--- config.mk ---
export PLATFORM = sky130hd
export DESIGN_NAME = lru_guest_register_cache_top
export DESIGN_NICKNAME = d
export VERILOG_FILES = /design/src/hw/rtl/lgrc_pkg.sv /design/src/hw/rtl/lgrc_ctrl.sv /design/src/hw/rtl/lgrc_dp.sv /design/src/hw/rtl/lru_guest_register_cache_top.sv
export VERILOG_INCLUDE_DIRS = /design/src /design/src/hw/rtl
export SDC_FILE = /design/constraint.sdc
export NUM_CORES = 2
export LEC_CHECK = 0
export BUFFER_PORTS_ARGS = -buffer_cell sky130_fd_sc_hd__clkbuf_2
export CAP_MARGIN = 10
export CORE_MARGIN = 5
export CORE_UTILIZATION = 63
export DETAILED_ROUTE_END_ITERATION = 7
export PLACE_DENSITY_LB_ADDON = 0.05
export SLEW_MARGIN = 10
export SYNTH_ARGS = -nofsm -noshare
export SYNTH_HDL_FRONTEND = slang
export SYNTH_SLANG_ARGS = --single-unit
--- constraint.sdc ---
create_clock -name clk -period 9.81 [get_ports clk]
set_input_delay 0.981 -clock clk [delete_from_list [all_inputs] [get_ports clk]]
set_output_delay 0.981 -clock clk [all_outputs]
set_load 0.005 [all_outputs]
--- src/hw/rtl/lru_guest_register_cache_top_macros.svh ---
// ----------------------------------------------------------------------------
// Assertion macros for the guest register cache
// Clocked assertion helpers; they compile to nothing under synthesis.
// ----------------------------------------------------------------------------
`ifndef LRU_GUEST_REGISTER_CACHE_TOP_MACROS_SVH
`define LRU_GUEST_REGISTER_CACHE_TOP_MACROS_SVH

`ifndef SYNTHESIS
// implication checked on the same edge
`define LGRC_ASSERT(lbl, prop, msg) \
  lbl: assert property (@(posedge clk) disable iff (!rst_n) prop) else $error(msg);
// antecedent now, consequent on the next edge
`define LGRC_ASSERT_NEXT(lbl, ante, cons, msg) \
  lbl: assert property (@(posedge clk) disable iff (!rst_n) (ante) |=> (cons)) else $error(msg);
`else
`define LGRC_ASSERT(lbl, prop, msg)
`define LGRC_ASSERT_NEXT(lbl, ante, cons, msg)
`endif

`endif

--- src/hw/rtl/lgrc_pkg.sv ---
// ----------------------------------------------------------------------------
// lgrc_pkg
// Shared constants, codes and controller/datapath interface types.
// ----------------------------------------------------------------------------
`timescale 1ns / 1ps

package lgrc_pkg;

  localparam int SLOT_COUNT  = 9;
  localparam int GUEST_COUNT = 32;

  localparam int SLOT_IDX_W  = (SLOT_COUNT > 1) ? $clog2(SLOT_COUNT) : 1;
  localparam int GUEST_W     = 5;
  localparam int SLOT_W      = 4;
  localparam int VAL_W       = 32;
  localparam int IN_DATA_W   = 40;
  localparam int OUT_DATA_W  = 48;

  // command codes
  localparam logic [1:0] CMD_USE   = 2'd0;
  localparam logic [1:0] CMD_SET   = 2'd1;
  localparam logic [1:0] CMD_FLUSH = 2'd2;

  // guest entry kinds
  localparam logic [1:0] K_NONE = 2'd0;
  localparam logic [1:0] K_IMM  = 2'd1;
  localparam logic [1:0] K_REG  = 2'd2;

  // result actions
  localparam logic [1:0] A_STORE = 2'd0;
  localparam logic [1:0] A_LOAD  = 2'd1;
  localparam logic [1:0] A_MOVE  = 2'd2;
  localparam logic [1:0] A_DONE  = 2'd3;

  // datapath operations
  localparam logic [3:0] OP_IDLE      = 4'd0;
  localparam logic [3:0] OP_LOAD      = 4'd1;
  localparam logic [3:0] OP_SET       = 4'd2;
  localparam logic [3:0] OP_AGE       = 4'd3;
  localparam logic [3:0] OP_HIT       = 4'd4;
  localparam logic [3:0] OP_PICK_FREE = 4'd5;
  localparam logic [3:0] OP_SCAN_CLR  = 4'd6;
  localparam logic [3:0] OP_SCAN_STEP = 4'd7;
  localparam logic [3:0] OP_SPILL     = 4'd8;
  localparam logic [3:0] OP_FILL      = 4'd9;
  localparam logic [3:0] OP_DONE_USE  = 4'd10;
  localparam logic [3:0] OP_DONE_ZERO = 4'd11;
  localparam logic [3:0] OP_FCLR      = 4'd12;
  localparam logic [3:0] OP_FSTORE    = 4'd13;
  localparam logic [3:0] OP_FNEXT     = 4'd14;
  localparam logic [3:0] OP_FINISH    = 4'd15;

  typedef struct packed {
    logic [3:0] op;
  } dp_cmd_t;

  typedef struct packed {
    logic [1:0] cmd;
    logic       gok;
    logic [1:0] kind;
    logic       has_free;
    logic       scan_last;
    logic       out_free;
    logic       fg_last;
    logic       flushing;
  } dp_stat_t;

  // a stored slot number that is out of range maps to slot 0
  function automatic logic [SLOT_IDX_W-1:0] slot_fix(input logic [SLOT_IDX_W-1:0] s);
    logic [SLOT_IDX_W:0] lim;
    lim = (SLOT_IDX_W + 1)'(SLOT_COUNT);
    slot_fix = ({1'b0, s} < lim) ? s : '0;
  endfunction

endpackage

--- src/hw/rtl/lgrc_ctrl.sv ---
// ----------------------------------------------------------------------------
// lgrc_ctrl
// Sequencer: steps the datapath through use, set-immediate and flush.
// ----------------------------------------------------------------------------
`timescale 1ns / 1ps

module lgrc_ctrl (
  input  logic              clk,
  input  logic              rst_n,
  input  logic              in_tvalid,
  output logic              in_tready,
  input  lgrc_pkg::dp_stat_t stat,
  output lgrc_pkg::dp_cmd_t  cmd
);
  import lgrc_pkg::*;

  localparam logic [3:0] S_IDLE  = 4'd0;
  localparam logic [3:0] S_DEC   = 4'd1;
  localparam logic [3:0] S_HIT   = 4'd2;
  localparam logic [3:0] S_PICK  = 4'd3;
  localparam logic [3:0] S_SCAN  = 4'd4;
  localparam logic [3:0] S_SPILL = 4'd5;
  localparam logic [3:0] S_FILL  = 4'd6;
  localparam logic [3:0] S_UDONE = 4'd7;
  localparam logic [3:0] S_FCHK  = 4'd8;
  localparam logic [3:0] S_FIN   = 4'd9;

  logic [3:0] state_r, state_nxt;

  assign in_tready = (state_r == S_IDLE);

  // next state and datapath operation
  always_comb begin
    state_nxt = state_r;
    cmd.op    = OP_IDLE;
    case (state_r)
      S_IDLE: begin
        if (in_tvalid) begin
          cmd.op    = OP_LOAD;
          state_nxt = S_DEC;
        end
      end
      S_DEC: begin
        if (stat.cmd == CMD_USE && stat.gok) begin
          if (stat.kind == K_IMM) begin
            state_nxt = S_PICK;
          end else begin
            cmd.op    = OP_AGE;
            state_nxt = (stat.kind == K_REG) ? S_HIT : S_PICK;
          end
        end else if (stat.cmd == CMD_SET && stat.gok) begin
          cmd.op    = OP_SET;
          state_nxt = S_FIN;
        end else if (stat.cmd == CMD_FLUSH) begin
          cmd.op    = OP_FCLR;
          state_nxt = S_FCHK;
        end else begin
          cmd.op    = OP_DONE_ZERO;
          state_nxt = S_FIN;
        end
      end
      S_HIT: begin
        cmd.op    = OP_HIT;
        state_nxt = S_FIN;
      end
      S_PICK: begin
        if (stat.has_free) begin
          cmd.op    = OP_PICK_FREE;
          state_nxt = S_FILL;
        end else begin
          cmd.op    = OP_SCAN_CLR;
          state_nxt = S_SCAN;
        end
      end
      S_SCAN: begin
        cmd.op = OP_SCAN_STEP;
        if (stat.scan_last) state_nxt = S_SPILL;
      end
      S_SPILL: begin
        if (stat.out_free) begin
          cmd.op    = OP_SPILL;
          state_nxt = S_FILL;
        end
      end
      S_FILL: begin
        if (stat.out_free) begin
          cmd.op    = OP_FILL;
          state_nxt = stat.flushing ? S_FCHK : S_UDONE;
        end
      end
      S_UDONE: begin
        if (stat.out_free) begin
          cmd.op    = OP_DONE_USE;
          state_nxt = S_FIN;
        end
      end
      S_FCHK: begin
        if (stat.kind == K_IMM) begin
          state_nxt = S_PICK;
        end else if (stat.kind == K_REG) begin
          if (stat.out_free) begin
            cmd.op    = OP_FSTORE;
            state_nxt = stat.fg_last ? S_FIN : S_FCHK;
          end
        end else begin
          cmd.op    = OP_FNEXT;
          state_nxt = stat.fg_last ? S_FIN : S_FCHK;
        end
      end
      S_FIN: begin
        if (stat.out_free) begin
          cmd.op    = OP_FINISH;
          state_nxt = S_IDLE;
        end
      end
      default: state_nxt = S_IDLE;
    endcase
  end

  // state register
  always_ff @(posedge clk) begin
    if (!rst_n) begin
      state_r <= S_IDLE;
    end else begin
      state_r <= state_nxt;
    end
  end

endmodule

--- src/hw/rtl/lgrc_dp.sv ---
// ----------------------------------------------------------------------------
// lgrc_dp
// Guest table, slot table, victim scan and result hold/output registers.
// ----------------------------------------------------------------------------
`timescale 1ns / 1ps
`include "lru_guest_register_cache_top_macros.svh"

module lgrc_dp (
  input  logic                            clk,
  input  logic                            rst_n,
  input  lgrc_pkg::dp_cmd_t               cmd,
  output lgrc_pkg::dp_stat_t              stat,
  input  logic [1:0]                      in_tuser,
  input  logic [lgrc_pkg::IN_DATA_W-1:0]  in_tdata,
  output logic                            out_tvalid,
  input  logic                            out_tready,
  output logic [1:0]                      out_tuser,
  output logic [lgrc_pkg::OUT_DATA_W-1:0] out_tdata,
  output logic                            out_tlast
);
  import lgrc_pkg::*;

  // item latch
  logic [1:0]          cmd_r;
  logic [GUEST_W-1:0]  g_r;
  logic [VAL_W-1:0]    imm_r;

  // guest table
  logic [1:0]            kind_r [GUEST_COUNT];
  logic [SLOT_IDX_W-1:0] gslot_r [GUEST_COUNT];
  logic [VAL_W-1:0]      imm_mem [GUEST_COUNT];
  logic [VAL_W-1:0]      imm_rd_r;

  // slot table
  logic [SLOT_COUNT-1:0] slot_valid_r;
  logic [GUEST_W-1:0]    owner_r [SLOT_COUNT];
  logic [VAL_W-1:0]      age_r [SLOT_COUNT];

  // victim scan and selected slot
  logic [SLOT_IDX_W-1:0] scan_i_r;
  logic [VAL_W-1:0]      best_r;
  logic [SLOT_IDX_W-1:0] sel_r;
  logic [GUEST_W-1:0]    fg_r;

  // hold and output stages
  logic               hold_valid_r;
  logic [1:0]         hold_act_r;
  logic [SLOT_W-1:0]  hold_slot_r;
  logic [GUEST_W-1:0] hold_g_r;
  logic [VAL_W-1:0]   hold_val_r;
  logic               out_valid_r;
  logic [1:0]         out_act_r;
  logic [SLOT_W-1:0]  out_slot_r;
  logic [GUEST_W-1:0] out_g_r;
  logic [VAL_W-1:0]   out_val_r;
  logic               out_last_r;

  logic                  flushing;
  logic [GUEST_W-1:0]    cg;
  logic [1:0]            kind_cg;
  logic [SLOT_IDX_W-1:0] cg_slot;
  logic                  has_free;
  logic [SLOT_IDX_W-1:0] free_idx;
  logic                  out_free;
  logic [GUEST_W-1:0]    rd_addr;
  logic                  emit;
  logic [1:0]            e_act;
  logic [SLOT_W-1:0]     e_slot;
  logic [GUEST_W-1:0]    e_g;
  logic [VAL_W-1:0]      e_val;
  logic                  finish;

  // current guest: flush walker or the latched register
  assign flushing = (cmd_r == CMD_FLUSH);
  assign cg       = flushing ? fg_r : g_r;
  assign kind_cg  = kind_r[cg];
  assign cg_slot  = slot_fix(gslot_r[cg]);
  assign out_free = !out_valid_r || out_tready;
  assign finish   = (cmd.op == OP_FINISH);
  assign rd_addr  = (cmd.op == OP_LOAD) ? in_tdata[GUEST_W-1:0] : cg;

  // first free slot
  always_comb begin
    has_free = 1'b0;
    free_idx = '0;
    for (int i = SLOT_COUNT - 1; i >= 0; i--) begin
      if (!slot_valid_r[i]) begin
        has_free = 1'b1;
        free_idx = SLOT_IDX_W'(i);
      end
    end
  end

  // status to controller
  always_comb begin
    stat.cmd       = cmd_r;
    stat.gok       = ({1'b0, g_r} < (GUEST_W + 1)'(GUEST_COUNT));
    stat.kind      = kind_cg;
    stat.has_free  = has_free;
    stat.scan_last = (scan_i_r == SLOT_IDX_W'(SLOT_COUNT - 1));
    stat.out_free  = out_free;
    stat.fg_last   = (fg_r == GUEST_W'(GUEST_COUNT - 1));
    stat.flushing  = flushing;
  end

  // result produced by the current operation
  always_comb begin
    emit   = 1'b0;
    e_act  = A_DONE;
    e_slot = '0;
    e_g    = '0;
    e_val  = '0;
    case (cmd.op)
      OP_SET, OP_DONE_ZERO: begin
        emit = 1'b1;
      end
      OP_HIT: begin
        emit   = 1'b1;
        e_slot = SLOT_W'(cg_slot);
        e_g    = g_r;
      end
      OP_SPILL: begin
        emit   = 1'b1;
        e_act  = A_STORE;
        e_slot = SLOT_W'(sel_r);
        e_g    = owner_r[sel_r];
      end
      OP_FILL: begin
        emit   = 1'b1;
        e_act  = (kind_cg == K_IMM) ? A_MOVE : A_LOAD;
        e_slot = SLOT_W'(sel_r);
        e_g    = cg;
        e_val  = (kind_cg == K_IMM) ? imm_rd_r : '0;
      end
      OP_DONE_USE: begin
        emit   = 1'b1;
        e_slot = SLOT_W'(sel_r);
        e_g    = g_r;
      end
      OP_FSTORE: begin
        emit   = 1'b1;
        e_act  = A_STORE;
        e_slot = SLOT_W'(cg_slot);
        e_g    = fg_r;
      end
      default: emit = 1'b0;
    endcase
  end

  // immediate store
  always_ff @(posedge clk) begin
    if (cmd.op == OP_SET) imm_mem[g_r] <= imm_r;
    imm_rd_r <= imm_mem[rd_addr];
  end

  // item latch, scan and walker registers
  always_ff @(posedge clk) begin
    if (cmd.op == OP_LOAD) begin
      cmd_r <= in_tuser;
      g_r   <= in_tdata[GUEST_W-1:0];
      imm_r <= in_tdata[GUEST_W +: VAL_W];
    end
    if (cmd.op == OP_PICK_FREE) sel_r <= free_idx;
    if (cmd.op == OP_SCAN_CLR) begin
      scan_i_r <= '0;
      best_r   <= '0;
      sel_r    <= '0;
    end
    if (cmd.op == OP_SCAN_STEP) begin
      scan_i_r <= scan_i_r + 1'b1;
      if (age_r[scan_i_r] > best_r) begin
        best_r <= age_r[scan_i_r];
        sel_r  <= scan_i_r;
      end
    end
    if (cmd.op == OP_FCLR) fg_r <= '0;
    if (cmd.op == OP_FSTORE || cmd.op == OP_FNEXT) fg_r <= fg_r + 1'b1;
    if (cmd.op == OP_FILL) gslot_r[cg] <= sel_r;
  end

  // guest kinds and slot table
  always_ff @(posedge clk) begin
    if (!rst_n) begin
      for (int i = 0; i < GUEST_COUNT; i++) kind_r[i] <= K_NONE;
      for (int i = 0; i < SLOT_COUNT; i++) begin
        owner_r[i] <= '0;
        age_r[i]   <= '0;
      end
      slot_valid_r <= '0;
    end else begin
      case (cmd.op)
        OP_SET: begin
          if (kind_cg == K_REG) begin
            slot_valid_r[cg_slot] <= 1'b0;
            age_r[cg_slot]        <= '0;
          end
          kind_r[g_r] <= K_IMM;
        end
        OP_AGE: begin
          for (int i = 0; i < SLOT_COUNT; i++) begin
            if (age_r[i] != '1) age_r[i] <= age_r[i] + 1'b1;
          end
        end
        OP_HIT: age_r[cg_slot] <= '0;
        OP_SPILL: kind_r[owner_r[sel_r]] <= K_NONE;
        OP_FILL: begin
          slot_valid_r[sel_r] <= 1'b1;
          owner_r[sel_r]      <= cg;
          age_r[sel_r]        <= '0;
          kind_r[cg]          <= K_REG;
        end
        OP_FSTORE: begin
          slot_valid_r[cg_slot] <= 1'b0;
          age_r[cg_slot]        <= '0;
          kind_r[fg_r]          <= K_NONE;
        end
        OP_FNEXT: kind_r[fg_r] <= K_NONE;
        default: ;
      endcase
    end
  end

  // hold stage: the newest result waits here until its last flag is known
  always_ff @(posedge clk) begin
    if (!rst_n) begin
      hold_valid_r <= 1'b0;
      out_valid_r  <= 1'b0;
    end else begin
      if (emit) begin
        if (hold_valid_r) begin
          out_valid_r <= 1'b1;
          out_act_r   <= hold_act_r;
          out_slot_r  <= hold_slot_r;
          out_g_r     <= hold_g_r;
          out_val_r   <= hold_val_r;
          out_last_r  <= 1'b0;
        end else if (out_tready) begin
          out_valid_r <= 1'b0;
        end
        hold_valid_r <= 1'b1;
        hold_act_r   <= e_act;
        hold_slot_r  <= e_slot;
        hold_g_r     <= e_g;
        hold_val_r   <= e_val;
      end else if (finish) begin
        out_valid_r  <= 1'b1;
        out_act_r    <= hold_valid_r ? hold_act_r  : A_DONE;
        out_slot_r   <= hold_valid_r ? hold_slot_r : '0;
        out_g_r      <= hold_valid_r ? hold_g_r    : '0;
        out_val_r    <= hold_valid_r ? hold_val_r  : '0;
        out_last_r   <= 1'b1;
        hold_valid_r <= 1'b0;
      end else if (out_tready) begin
        out_valid_r <= 1'b0;
      end
    end
  end

  assign out_tvalid = out_valid_r;
  assign out_tuser  = out_act_r;
  assign out_tdata  = {7'd0, out_val_r, out_g_r, out_slot_r};
  assign out_tlast  = out_last_r;

  `LGRC_ASSERT(a_push_room, ((emit && hold_valid_r) || finish) |-> out_free, "push into busy output")
  `LGRC_ASSERT(a_spill_full, (cmd.op == OP_SPILL) |-> (slot_valid_r[sel_r] && !has_free), "spill with free slot")
  `LGRC_ASSERT_NEXT(a_fill_claims, cmd.op == OP_FILL, slot_valid_r[$past(sel_r)], "fill left slot free")
  `LGRC_ASSERT_NEXT(a_finish_drains, cmd.op == OP_FINISH, !hold_valid_r && out_valid_r && out_last_r, "finish did not drain hold")

endmodule

--- src/hw/rtl/lru_guest_register_cache_top.sv ---
// ----------------------------------------------------------------------------
// lru_guest_register_cache_top
// LRU cache of 32 guest registers over 9 host slots.
//
//  channel  dir  tdata                               tuser       tlast
//  in_      in   [4:0] guest_reg, [36:5] imm_value   [1:0] cmd   -
//  out_     out  [3:0] slot, [8:4] guest_index,      [1:0] action last
//                [40:9] move_value
//
// One command at a time; in_tready is high only while the sequencer is idle.
// A use miss with all slots full adds an age scan over the nine slots and a spill.
// Flush walks the 32 guest entries one per cycle while the output accepts results,
// and binds each held immediate to a slot first, evicting one when all are full.
// Output stalls hold the sequencer at its next result; reset is synchronous,
// active low, and leaves all entries not loaded and all slots free.
// ----------------------------------------------------------------------------
`timescale 1ns / 1ps

module lru_guest_register_cache_top (
  input  logic                            clk,
  input  logic                            rst_n,
  input  logic                            in_tvalid,
  output logic                            in_tready,
  input  logic [lgrc_pkg::IN_DATA_W-1:0]  in_tdata,   // guest_reg, imm_value
  input  logic [1:0]                      in_tuser,   // cmd
  output logic                            out_tvalid,
  input  logic                            out_tready,
  output logic [lgrc_pkg::OUT_DATA_W-1:0] out_tdata,  // slot, guest_index, move_value
  output logic [1:0]                      out_tuser,  // action
  output logic                            out_tlast
);
  import lgrc_pkg::*;

  dp_cmd_t  cmd;
  dp_stat_t stat;

  // sequencer
  lgrc_ctrl u_ctrl (
    .clk       (clk),
    .rst_n     (rst_n),
    .in_tvalid (in_tvalid),
    .in_tready (in_tready),
    .stat      (stat),
    .cmd       (cmd)
  );

  // tables, scan and result registers
  lgrc_dp u_dp (
    .clk        (clk),
    .rst_n      (rst_n),
    .cmd        (cmd),
    .stat       (stat),
    .in_tuser   (in_tuser),
    .in_tdata   (in_tdata),
    .out_tvalid (out_tvalid),
    .out_tready (out_tready),
    .out_tuser  (out_tuser),
    .out_tdata  (out_tdata),
    .out_tlast  (out_tlast)
  );

endmodule

Word-level counts from Yosys, hierarchy flattened
Memories as Yosys holds them, arrays and structs flattened. A register that Yosys moved wholly into a read port is not among the register bits.
Index checks and enable logic that the tools add are counted.
W data, S select, Z words.
{"block": "word_totals", "reg_bits": 186, "out_inout_bits": 53, "in_bits": 46, "n_memories": 5, "ramBits": 1549, "word_cells": 328}
{"block": "classes", "add_sub_neg": 11, "n_eq_ne": 48, "n_reduce_logical": 28, "mux": 195, "magnitude_cmp": 6, "n_bitwise": 15}
{"memory": "u_dp.imm_mem", "words": 32, "word_bits": 32, "rd": 1, "rd_ports_with_merged_regs": 1, "wr": 1, "line": "lgrc_dp.sv:31", "rtl": "logic [VAL_W-1:0] imm_mem [GUEST_COUNT];"}
{"memory": "u_dp.age_r", "words": 9, "word_bits": 32, "rd": 10, "rd_ports_with_merged_regs": 1, "wr": 9, "line": "lgrc_dp.sv:37", "rtl": "logic [VAL_W-1:0] age_r [SLOT_COUNT];"}
{"memory": "u_dp.gslot_r", "words": 32, "word_bits": 4, "rd": 1, "rd_ports_with_merged_regs": 0, "wr": 1, "line": "lgrc_dp.sv:30", "rtl": "logic [SLOT_IDX_W-1:0] gslot_r [GUEST_COUNT];"}
{"memory": "u_dp.kind_r", "words": 32, "word_bits": 2, "rd": 1, "rd_ports_with_merged_regs": 0, "wr": 32, "line": "lgrc_dp.sv:29", "rtl": "logic [1:0] kind_r [GUEST_COUNT];"}
{"memory": "u_dp.owner_r", "words": 9, "word_bits": 5, "rd": 1, "rd_ports_with_merged_regs": 1, "wr": 9, "line": "lgrc_dp.sv:36", "rtl": "logic [GUEST_W-1:0] owner_r [SLOT_COUNT];"}
{"op": "$mux W32", "count": 20}
{"op": "$add A32 B1 Y32 const B", "count": 9}
{"op": "$ne A32 B32 Y1 const B", "count": 9}
{"op": "$mux W4", "count": 46}
{"op": "$mux W1", "count": 93}
{"op": "$pmux W4 S10", "count": 2}
{"op": "$mux W5", "count": 13}
{"op": "$reduce_or A32 Y1", "count": 2}
{"op": "$eq A4 B4 Y1 const B", "count": 11}
{"op": "$eq A4 B3 Y1 const B", "count": 8}
{"op": "$gt A32 B32 Y1", "count": 1}
{"op": "$pmux W9 S3", "count": 1}
{"op": "$mux W2", "count": 13}
{"op": "$pmux W5 S4", "count": 1}
{"op": "$eq A4 B2 Y1 const B", "count": 4}
{"op": "$reduce_or A2 Y1", "count": 7}
{"op": "$or A1 B1 Y1", "count": 12}
{"op": "$lt A4 B5 Y1 const B", "count": 2}
{"op": "$ne A2 B1 Y1 const B", "count": 5}
{"op": "$and A9 B9 Y9", "count": 1}
{"op": "$mux W9", "count": 1}
{"op": "$not A9 Y9", "count": 1}
{"op": "$or A9 B9 Y9", "count": 1}
{"op": "$demux W1 S4", "count": 2}
{"op": "other kinds (26)", "count": 38}

Longest topological paths before layout
{"block": "depth", "word_depth": 20, "ltp_mapped": 26, "ltp_nobuf": 18}

Modules after synthesis
Synthesis repeated with hierarchy kept, for this count alone.
{"block": "hier_totals", "cells_unflattened": 6784, "hier_area_um2": 78595.4}
{"module": "lgrc_dp", "instances": 1, "seq_area_each_um2": 50398.3, "area_per_inst_um2": 77901.0, "cells_per_inst": 6692}
{"module": "lgrc_ctrl", "instances": 1, "seq_area_each_um2": 80.1, "area_per_inst_um2": 694.4, "cells_per_inst": 92}

Least setup slack after synthesis
Ideal clock, no wire load.
{"block": "synth_timing", "path_type": "register -> register", "startpoint": "register u_dp.cmd_r[0]", "endpoint": "register u_dp.out_g_r[0] (enable)", "required_time_ns": 9.350, "setup_slack_ns": 2.403, "arrival_time_ns": 6.947, "path_stages_with_launch": 22, "n_path_buf": 3, "setup_ns": 0.460, "synth_period_minus_slack_ns": 7.407, "cell_sequence": "edfxtp_1 inv_1 ha_1 mux2i_2 inv_2 buf_4 buf_1 mux4_2 o22ai_1 nor4_1 inv_1 ha_1 nor2b_1 o21bai_4 o221a_2 buf_2 nor2_1 nand2_1 a21oi_1 a21oi_1 nand2b_1 a21oi_1"}
{"block": "synth_between", "elab_chain_cells": 12, "elab_cells_between_ends": 27, "classes_between": "eq/ne: 13; mux: 9; reduce/logical: 4; memory: 1"}
{"item": "start, declared", "line": "lgrc_dp.sv:24", "rtl": "logic [1:0] cmd_r;"}
{"item": "start signal, assigned", "line": "lgrc_dp.sv:159", "rtl": "cmd_r <= in_tuser;"}
{"item": "$eq A2 B2 Y1 (*)", "line": "lgrc_dp.sv:74", "rtl": "assign flushing = (cmd_r == CMD_FLUSH);"}
{"item": "$mux W5 (*)", "line": "lgrc_dp.sv:75", "rtl": "assign cg = flushing ? fg_r : g_r;"}
{"item": "named net u_dp.cg[0]", "line": "lgrc_dp.sv:59", "rtl": "logic [GUEST_W-1:0] cg;"}
{"item": "$mem_v2 Z32 W2 (*)"}
{"item": "$eq A2 B2 Y1 / $eq A2 B1 Y1 (equally long branches)", "line": "lgrc_ctrl.sv:100, lgrc_ctrl.sv:45, lgrc_ctrl.sv:98"}
{"item": "$mux W4 / $mux W2 (equally long branches)", "line": "lgrc_ctrl.sv:100, lgrc_ctrl.sv:45"}
{"item": "$mux W4 (on tied branches)", "line": "lgrc_ctrl.sv:98, lgrc_ctrl.sv:44"}
{"item": "$pmux W4 S10 (*)", "line": "lgrc_ctrl.sv:36", "rtl": "case (state_r)"}
{"item": "$eq A4 B4 Y1 (tied with other cells)", "line": "lgrc_dp.sv:113", "rtl": "case (cmd.op)"}
{"item": "$reduce_or A7 Y1 (no line)"}
{"item": "$mux W1", "line": "lgrc_dp.sv:113"}
{"item": "$ne A2 B1 Y1 (no line) / $reduce_bool A2 Y1 (equally long branches)"}
{"item": "$reduce_and A3 Y1 (no line) (*)"}
{"item": "end signal, assigned", "line": "lgrc_dp.sv:234", "rtl": "out_g_r <= hold_g_r;"}
{"item": "end signal, assigned", "line": "lgrc_dp.sv:249", "rtl": "out_g_r <= hold_valid_r ? hold_g_r : '0;"}
{"item": "end, declared", "line": "lgrc_dp.sv:54", "rtl": "logic [GUEST_W-1:0] out_g_r;"}
The timed path passes the listed nets; every way through them passes the cells marked *.
A chain may end at the register's enable or synchronous reset.

Final worst setup path
{"block": "layout_timing", "startpoint": "register u_dp.cmd_r[0]", "endpoint": "register u_dp.imm_rd_r[6] (read register of u_dp.imm_mem)"}
{"block": "layout_between", "elab_chain_cells": 9, "elab_cells_between_ends": 16, "classes_between": "eq/ne: 5; mux: 9; reduce/logical: 1; memory: 1"}
{"item": "$eq A2 B2 Y1", "line": "lgrc_ctrl.sv:54, lgrc_dp.sv:74"}
{"item": "$mux W5", "line": "lgrc_dp.sv:75"}
{"item": "$mem_v2 Z32 W2"}
{"item": "$eq A2 B2 Y1 / $eq A2 B1 Y1 (equally long branches)", "line": "lgrc_ctrl.sv:100, lgrc_ctrl.sv:45, lgrc_ctrl.sv:98"}
{"item": "$mux W4 / $mux W2 (equally long branches)", "line": "lgrc_ctrl.sv:100, lgrc_ctrl.sv:45"}
{"item": "$mux W4 (on tied branches)", "line": "lgrc_ctrl.sv:98, lgrc_ctrl.sv:44"}
{"item": "$pmux W4 S10", "line": "lgrc_ctrl.sv:36"}
{"item": "$eq A4 B1 Y1", "line": "lgrc_dp.sv:80", "rtl": "assign rd_addr = (cmd.op == OP_LOAD) ? in_tdata[GUEST_W-1:0] : cg;"}
{"item": "$mux W5 (*)", "line": "lgrc_dp.sv:80"}
{"item": "end, declared", "line": "lgrc_dp.sv:32", "rtl": "logic [VAL_W-1:0] imm_rd_r;"}
Every way passes the cells marked *; elsewhere a longest branch is shown, timed or not.

==> flow_metrics.env <==
export IMPL_drive_above_1_share=0.112
export IMPL_cp_start_kind="flip-flop"
export IMPL_hold_violations=0
export IMPL_worst_pin_slew_ns=1.21
export IMPL_synth_cell_types=99
export IMPL_synth_edf_count=1431
export IMPL_synth_cells=6430
export IMPL_grt_pass1_wl_um=317000
export IMPL_top_layer_used="met5"
export IMPL_r2r_start="u_dp.cmd_r[0]$_DFFE_PP_"
export IMPL_antenna_found_initial=13
export IMPL_rsz0062_at_grt="false"
export IMPL_core_area_um2=122000
export IMPL_port_buffers=88
export IMPL_clock_skew_ns=0.0311
export IMPL_dieArea_um2=130000
export IMPL_synthArstFlopShare=0
export IMPL_grt_usage=0.320
export IMPL_ys_warnings_count=0
export IMPL_clk_pin_slew_ns=0.06
export IMPL_cp_startpoint="u_dp.cmd_r[0]$_DFFE_PP_"
export IMPL_start_util=0.635
export IMPL_wirelength_um=213000
export IMPL_endpoint_kind="flip-flop"
export IMPL_ant_nets=0
export IMPL_gp_congestion=0.929
export IMPL_grt_ovfl_total=0
export IMPL_slew_limit_headroom=0.189
export IMPL_grt_pass1_vias=50900
export IMPL_status="finished, final reports clean"
export IMPL_drv_cap=0
export IMPL_p_per_area_nw_per_um2=356
export IMPL_cts_tree="yes"
export IMPL_drtPass1Iterations=8
export IMPL_place_ws_ns=1.71
export IMPL_ir_drop_uv=531
export IMPL_slew_violations=0
export IMPL_cp_required_ns=10.47
export IMPL_period_minus_slack_ns=8.14
export IMPL_grt_max_degree=161
export IMPL_netlist_area_um2=77500
export IMPL_p_leak_nw=29.2
export IMPL_clockBufferDepth=3
export IMPL_synth_avg_cell_area_um2=12.1
export IMPL_cts_sinks=1806
export IMPL_finalCritPeriodShare=0.829
export IMPL_utilization=0.701
export IMPL_criticalPathCategory="reg -> reg"
export IMPL_hp_start="in_tdata[7]"
export IMPL_cts_setup_buffers=0
export IMPL_setup_ws_ns=1.67
export IMPL_clock_fmax_mhz=123
export IMPL_routed_wl_met2_um=98500
export IMPL_drc=0
export IMPL_finalSetupTns_ns=0
export IMPL_htreeDepth=4
export IMPL_avgRoutedWirePerCell_um=26.0
export IMPL_drt_iter0_markers=7535
export IMPL_crit_arrival_ns=8.79
export IMPL_clk_latency_ns=0.82
export IMPL_cts_buffers=180
export IMPL_dieWidth_um=361
export IMPL_rows=128
export IMPL_area_growth_pct=10.4
export IMPL_wl_met1_um=83800
export IMPL_ioPinCount=99
export IMPL_path_max_fanout=147
export IMPL_fin_nets=6506
export IMPL_seq_area_frac_synth=0.651
export IMPL_hpwl_um=132000
export IMPL_whs_ns=0.351
export IMPL_dr_wl_met3_um=21200
export IMPL_postSynth_topFlopCell="edfxtp_1"
export IMPL_ys_ff_latch=1806
export IMPL_setup_viol_count_final=0
export IMPL_postCtsHoldBufs=0
export IMPL_hold_path_class="in -> reg"
export IMPL_vias_per_cell=6.66
export IMPL_chipHeight_um=361
export IMPL_cts_root_buf="clkbuf_16"
export IMPL_via_count=54600
export IMPL_ctsResizeCount=0
## metal layers
metal,vias up,track usage
li1,24200,-
met1,26800,0.455
met2,3024,0.498
met3,497,0.0547
met4,4,0.132
met5,-,0
## per-stage QoR
stage / area (µm²) / power (W) / std cells
after floorplan: 77500 / 0.0193 / 6436
after global placement: 79600 / 0.0231 / 7851
after detailed placement: 79600 / 0.0234 / 7851
after CTS: 85600 / 0.0303 / 8189
after global routing: 85600 / 0.0320 / 8189
final: 85600 / 0.0304 / 8193
## worst paths after layout
check | to | slack [ns] | depth (start not counted)
min reg2reg | u_dp.slot_valid_r[8]$_SDFFE_PN0P_ | 0.49 | 2
max | u_dp.imm_rd_r[6]$_DFF_P_ | 1.67 | 20
max reg2reg | u_dp.imm_rd_r[6]$_DFF_P_ | 1.67 | 20
min | u_dp.imm_r[2]$_DFFE_PP_ | 0.35 | 1
## final cells by class
| class | instances | area [µm²] |
|---|---|---|
| Sequential cell | 1806 | 50500 |
| Fill cell | 8543 | 36500 |
| Multi-Input combinational cell | 4142 | 25400 |
| Clock buffer | 242 | 4870 |
| Tap cell | 1625 | 2030 |
| Timing Repair Buffer | 202 | 1450 |
| Clock inverter | 96 | 1060 |
| Inverter | 76 | 285 |
| Antenna cell | 4 | 10.0 |
## cell families (layout without fill, tap and decap cells)
group                    Yosys count  count (layout)  share of synthesized area
AO/OA/AOI/OAI                   1347            1347                      0.110
XOR/XNOR                          73              73                    0.00825
adder cells (fa/ha/maj)           52              52                    0.00839
buffers and inverters            488             616                     0.0269
flip-flops                      1806            1806                      0.651
multiplexers                     241             241                     0.0520
other                              1              11                  0.0000484
AND/OR/NAND/NOR                 2422            2422                      0.143
## state kept, by name (all words and copies together), names as in the netlist, 4 cells and up, named ones only
register           flops
u_dp.fg_r              5
u_dp.scan_i_r          4
u_dp.out_val_r        32
u_dp.hold_g_r          5
u_dp.imm_mem        1024
u_dp.slot_valid_r      9
u_dp.out_g_r           5
u_dp.best_r           32
u_dp.age_r           288
u_dp.gslot_r         128
u_dp.hold_slot_r       4
u_dp.g_r               5
u_dp.imm_rd_r         32
u_dp.out_slot_r        4
u_dp.kind_r           64
u_dp.sel_r             4
u_ctrl.state_r         4
u_dp.owner_r          80
u_dp.imm_r            32
u_dp.hold_val_r       32
## Yosys cell counts (8+ instances only)
cell type  number  area (µm²)
mux2i_1        78         781
nor4_1         92         576
nand3b_1       22         165
and2_1         39         244
edfxtp_1     1431       43000
nand3_1       154         771
o22ai_1       145         907
buf_4          24         180
mux2_2         35         394
a21o_1         18         135
a311oi_1       11        96.3
o21a_1         16         120
a32oi_1       258        2260
a21oi_1       513        2570
a22oi_1         9        67.6
or4_1          10        75.1
or2_2          10        62.6
inv_1          74         278
dfxtp_1       375        7510
and4_1         19         166
nor2b_1        53         332
buf_1          20        75.1
nor3b_1        18         135
nand4_1        63         394
or3_1          40         250
nand2_1      1076        4040
nand2b_1       21         131
buf_2         116         581
nor3_1        113         566
nor2_1        532        2000
xnor2_1        21         184
nand4b_1        8        70.1
a31oi_1        33         206
xor2_1         52         455
and3_1        118         738
ha_1           52         651
mux4_2        125        2820
a211oi_1       30         225
clkbuf_1      249         935
o21ai_0       231        1160
## cells in the final DEF (no fill, tap or decap), types with 23 or more instances in the layout
cell          n
a21oi_1     512
edfxtp_1   1431
nor3_1      113
nand4_1      63
ha_1         51
buf_4       103
clkbuf_16   181
xor2_1       52
nor4_1       90
nor2_4       33
and2_1       39
mux2i_1      76
a32oi_1     258
or3_1        40
nor2b_1      51
a31oi_1      33
a211oi_1     30
o21ai_0     231
dfxtp_1     370
nor2_1      497
mux4_2      125
inv_1        71
clkbuf_2     87
nand3_1     146
o22ai_1     145
clkbuf_1     50
mux2_2       35
clkinv_2     23
clkinv_1     33
and3_1      118
nand2_1    1076
## power breakdown
group          internal, W  total (W)  leakage, nW  switching, W
combinational      0.00390     0.0127         9.95       0.00882
clock              0.00396    0.00691         2.86       0.00295
sequential         0.00979     0.0108         16.4       0.00101
total               0.0176     0.0304         29.2        0.0128
## critical path: stages, from the launching register on
cell	delay, ns
edfxtp_1	0.39
inv_1	0.12
ha_1	0.69
mux2i_4	0.35
inv_2	0.33
mux4_2	0.48
o22ai_1	0.10
nor4_1	0.86
inv_1	0.13
ha_2	0.47
or3_1	0.42
o21a_1	0.20
o211a_1	0.33
nand3_1	0.53
mux2i_4	0.36
buf_12	0.52
buf_12	0.45
a21oi_1	0.11
a32oi_1	0.21
o22ai_1	0.16
nor4_1	0.55
Power figures use the tool's default switching activity.
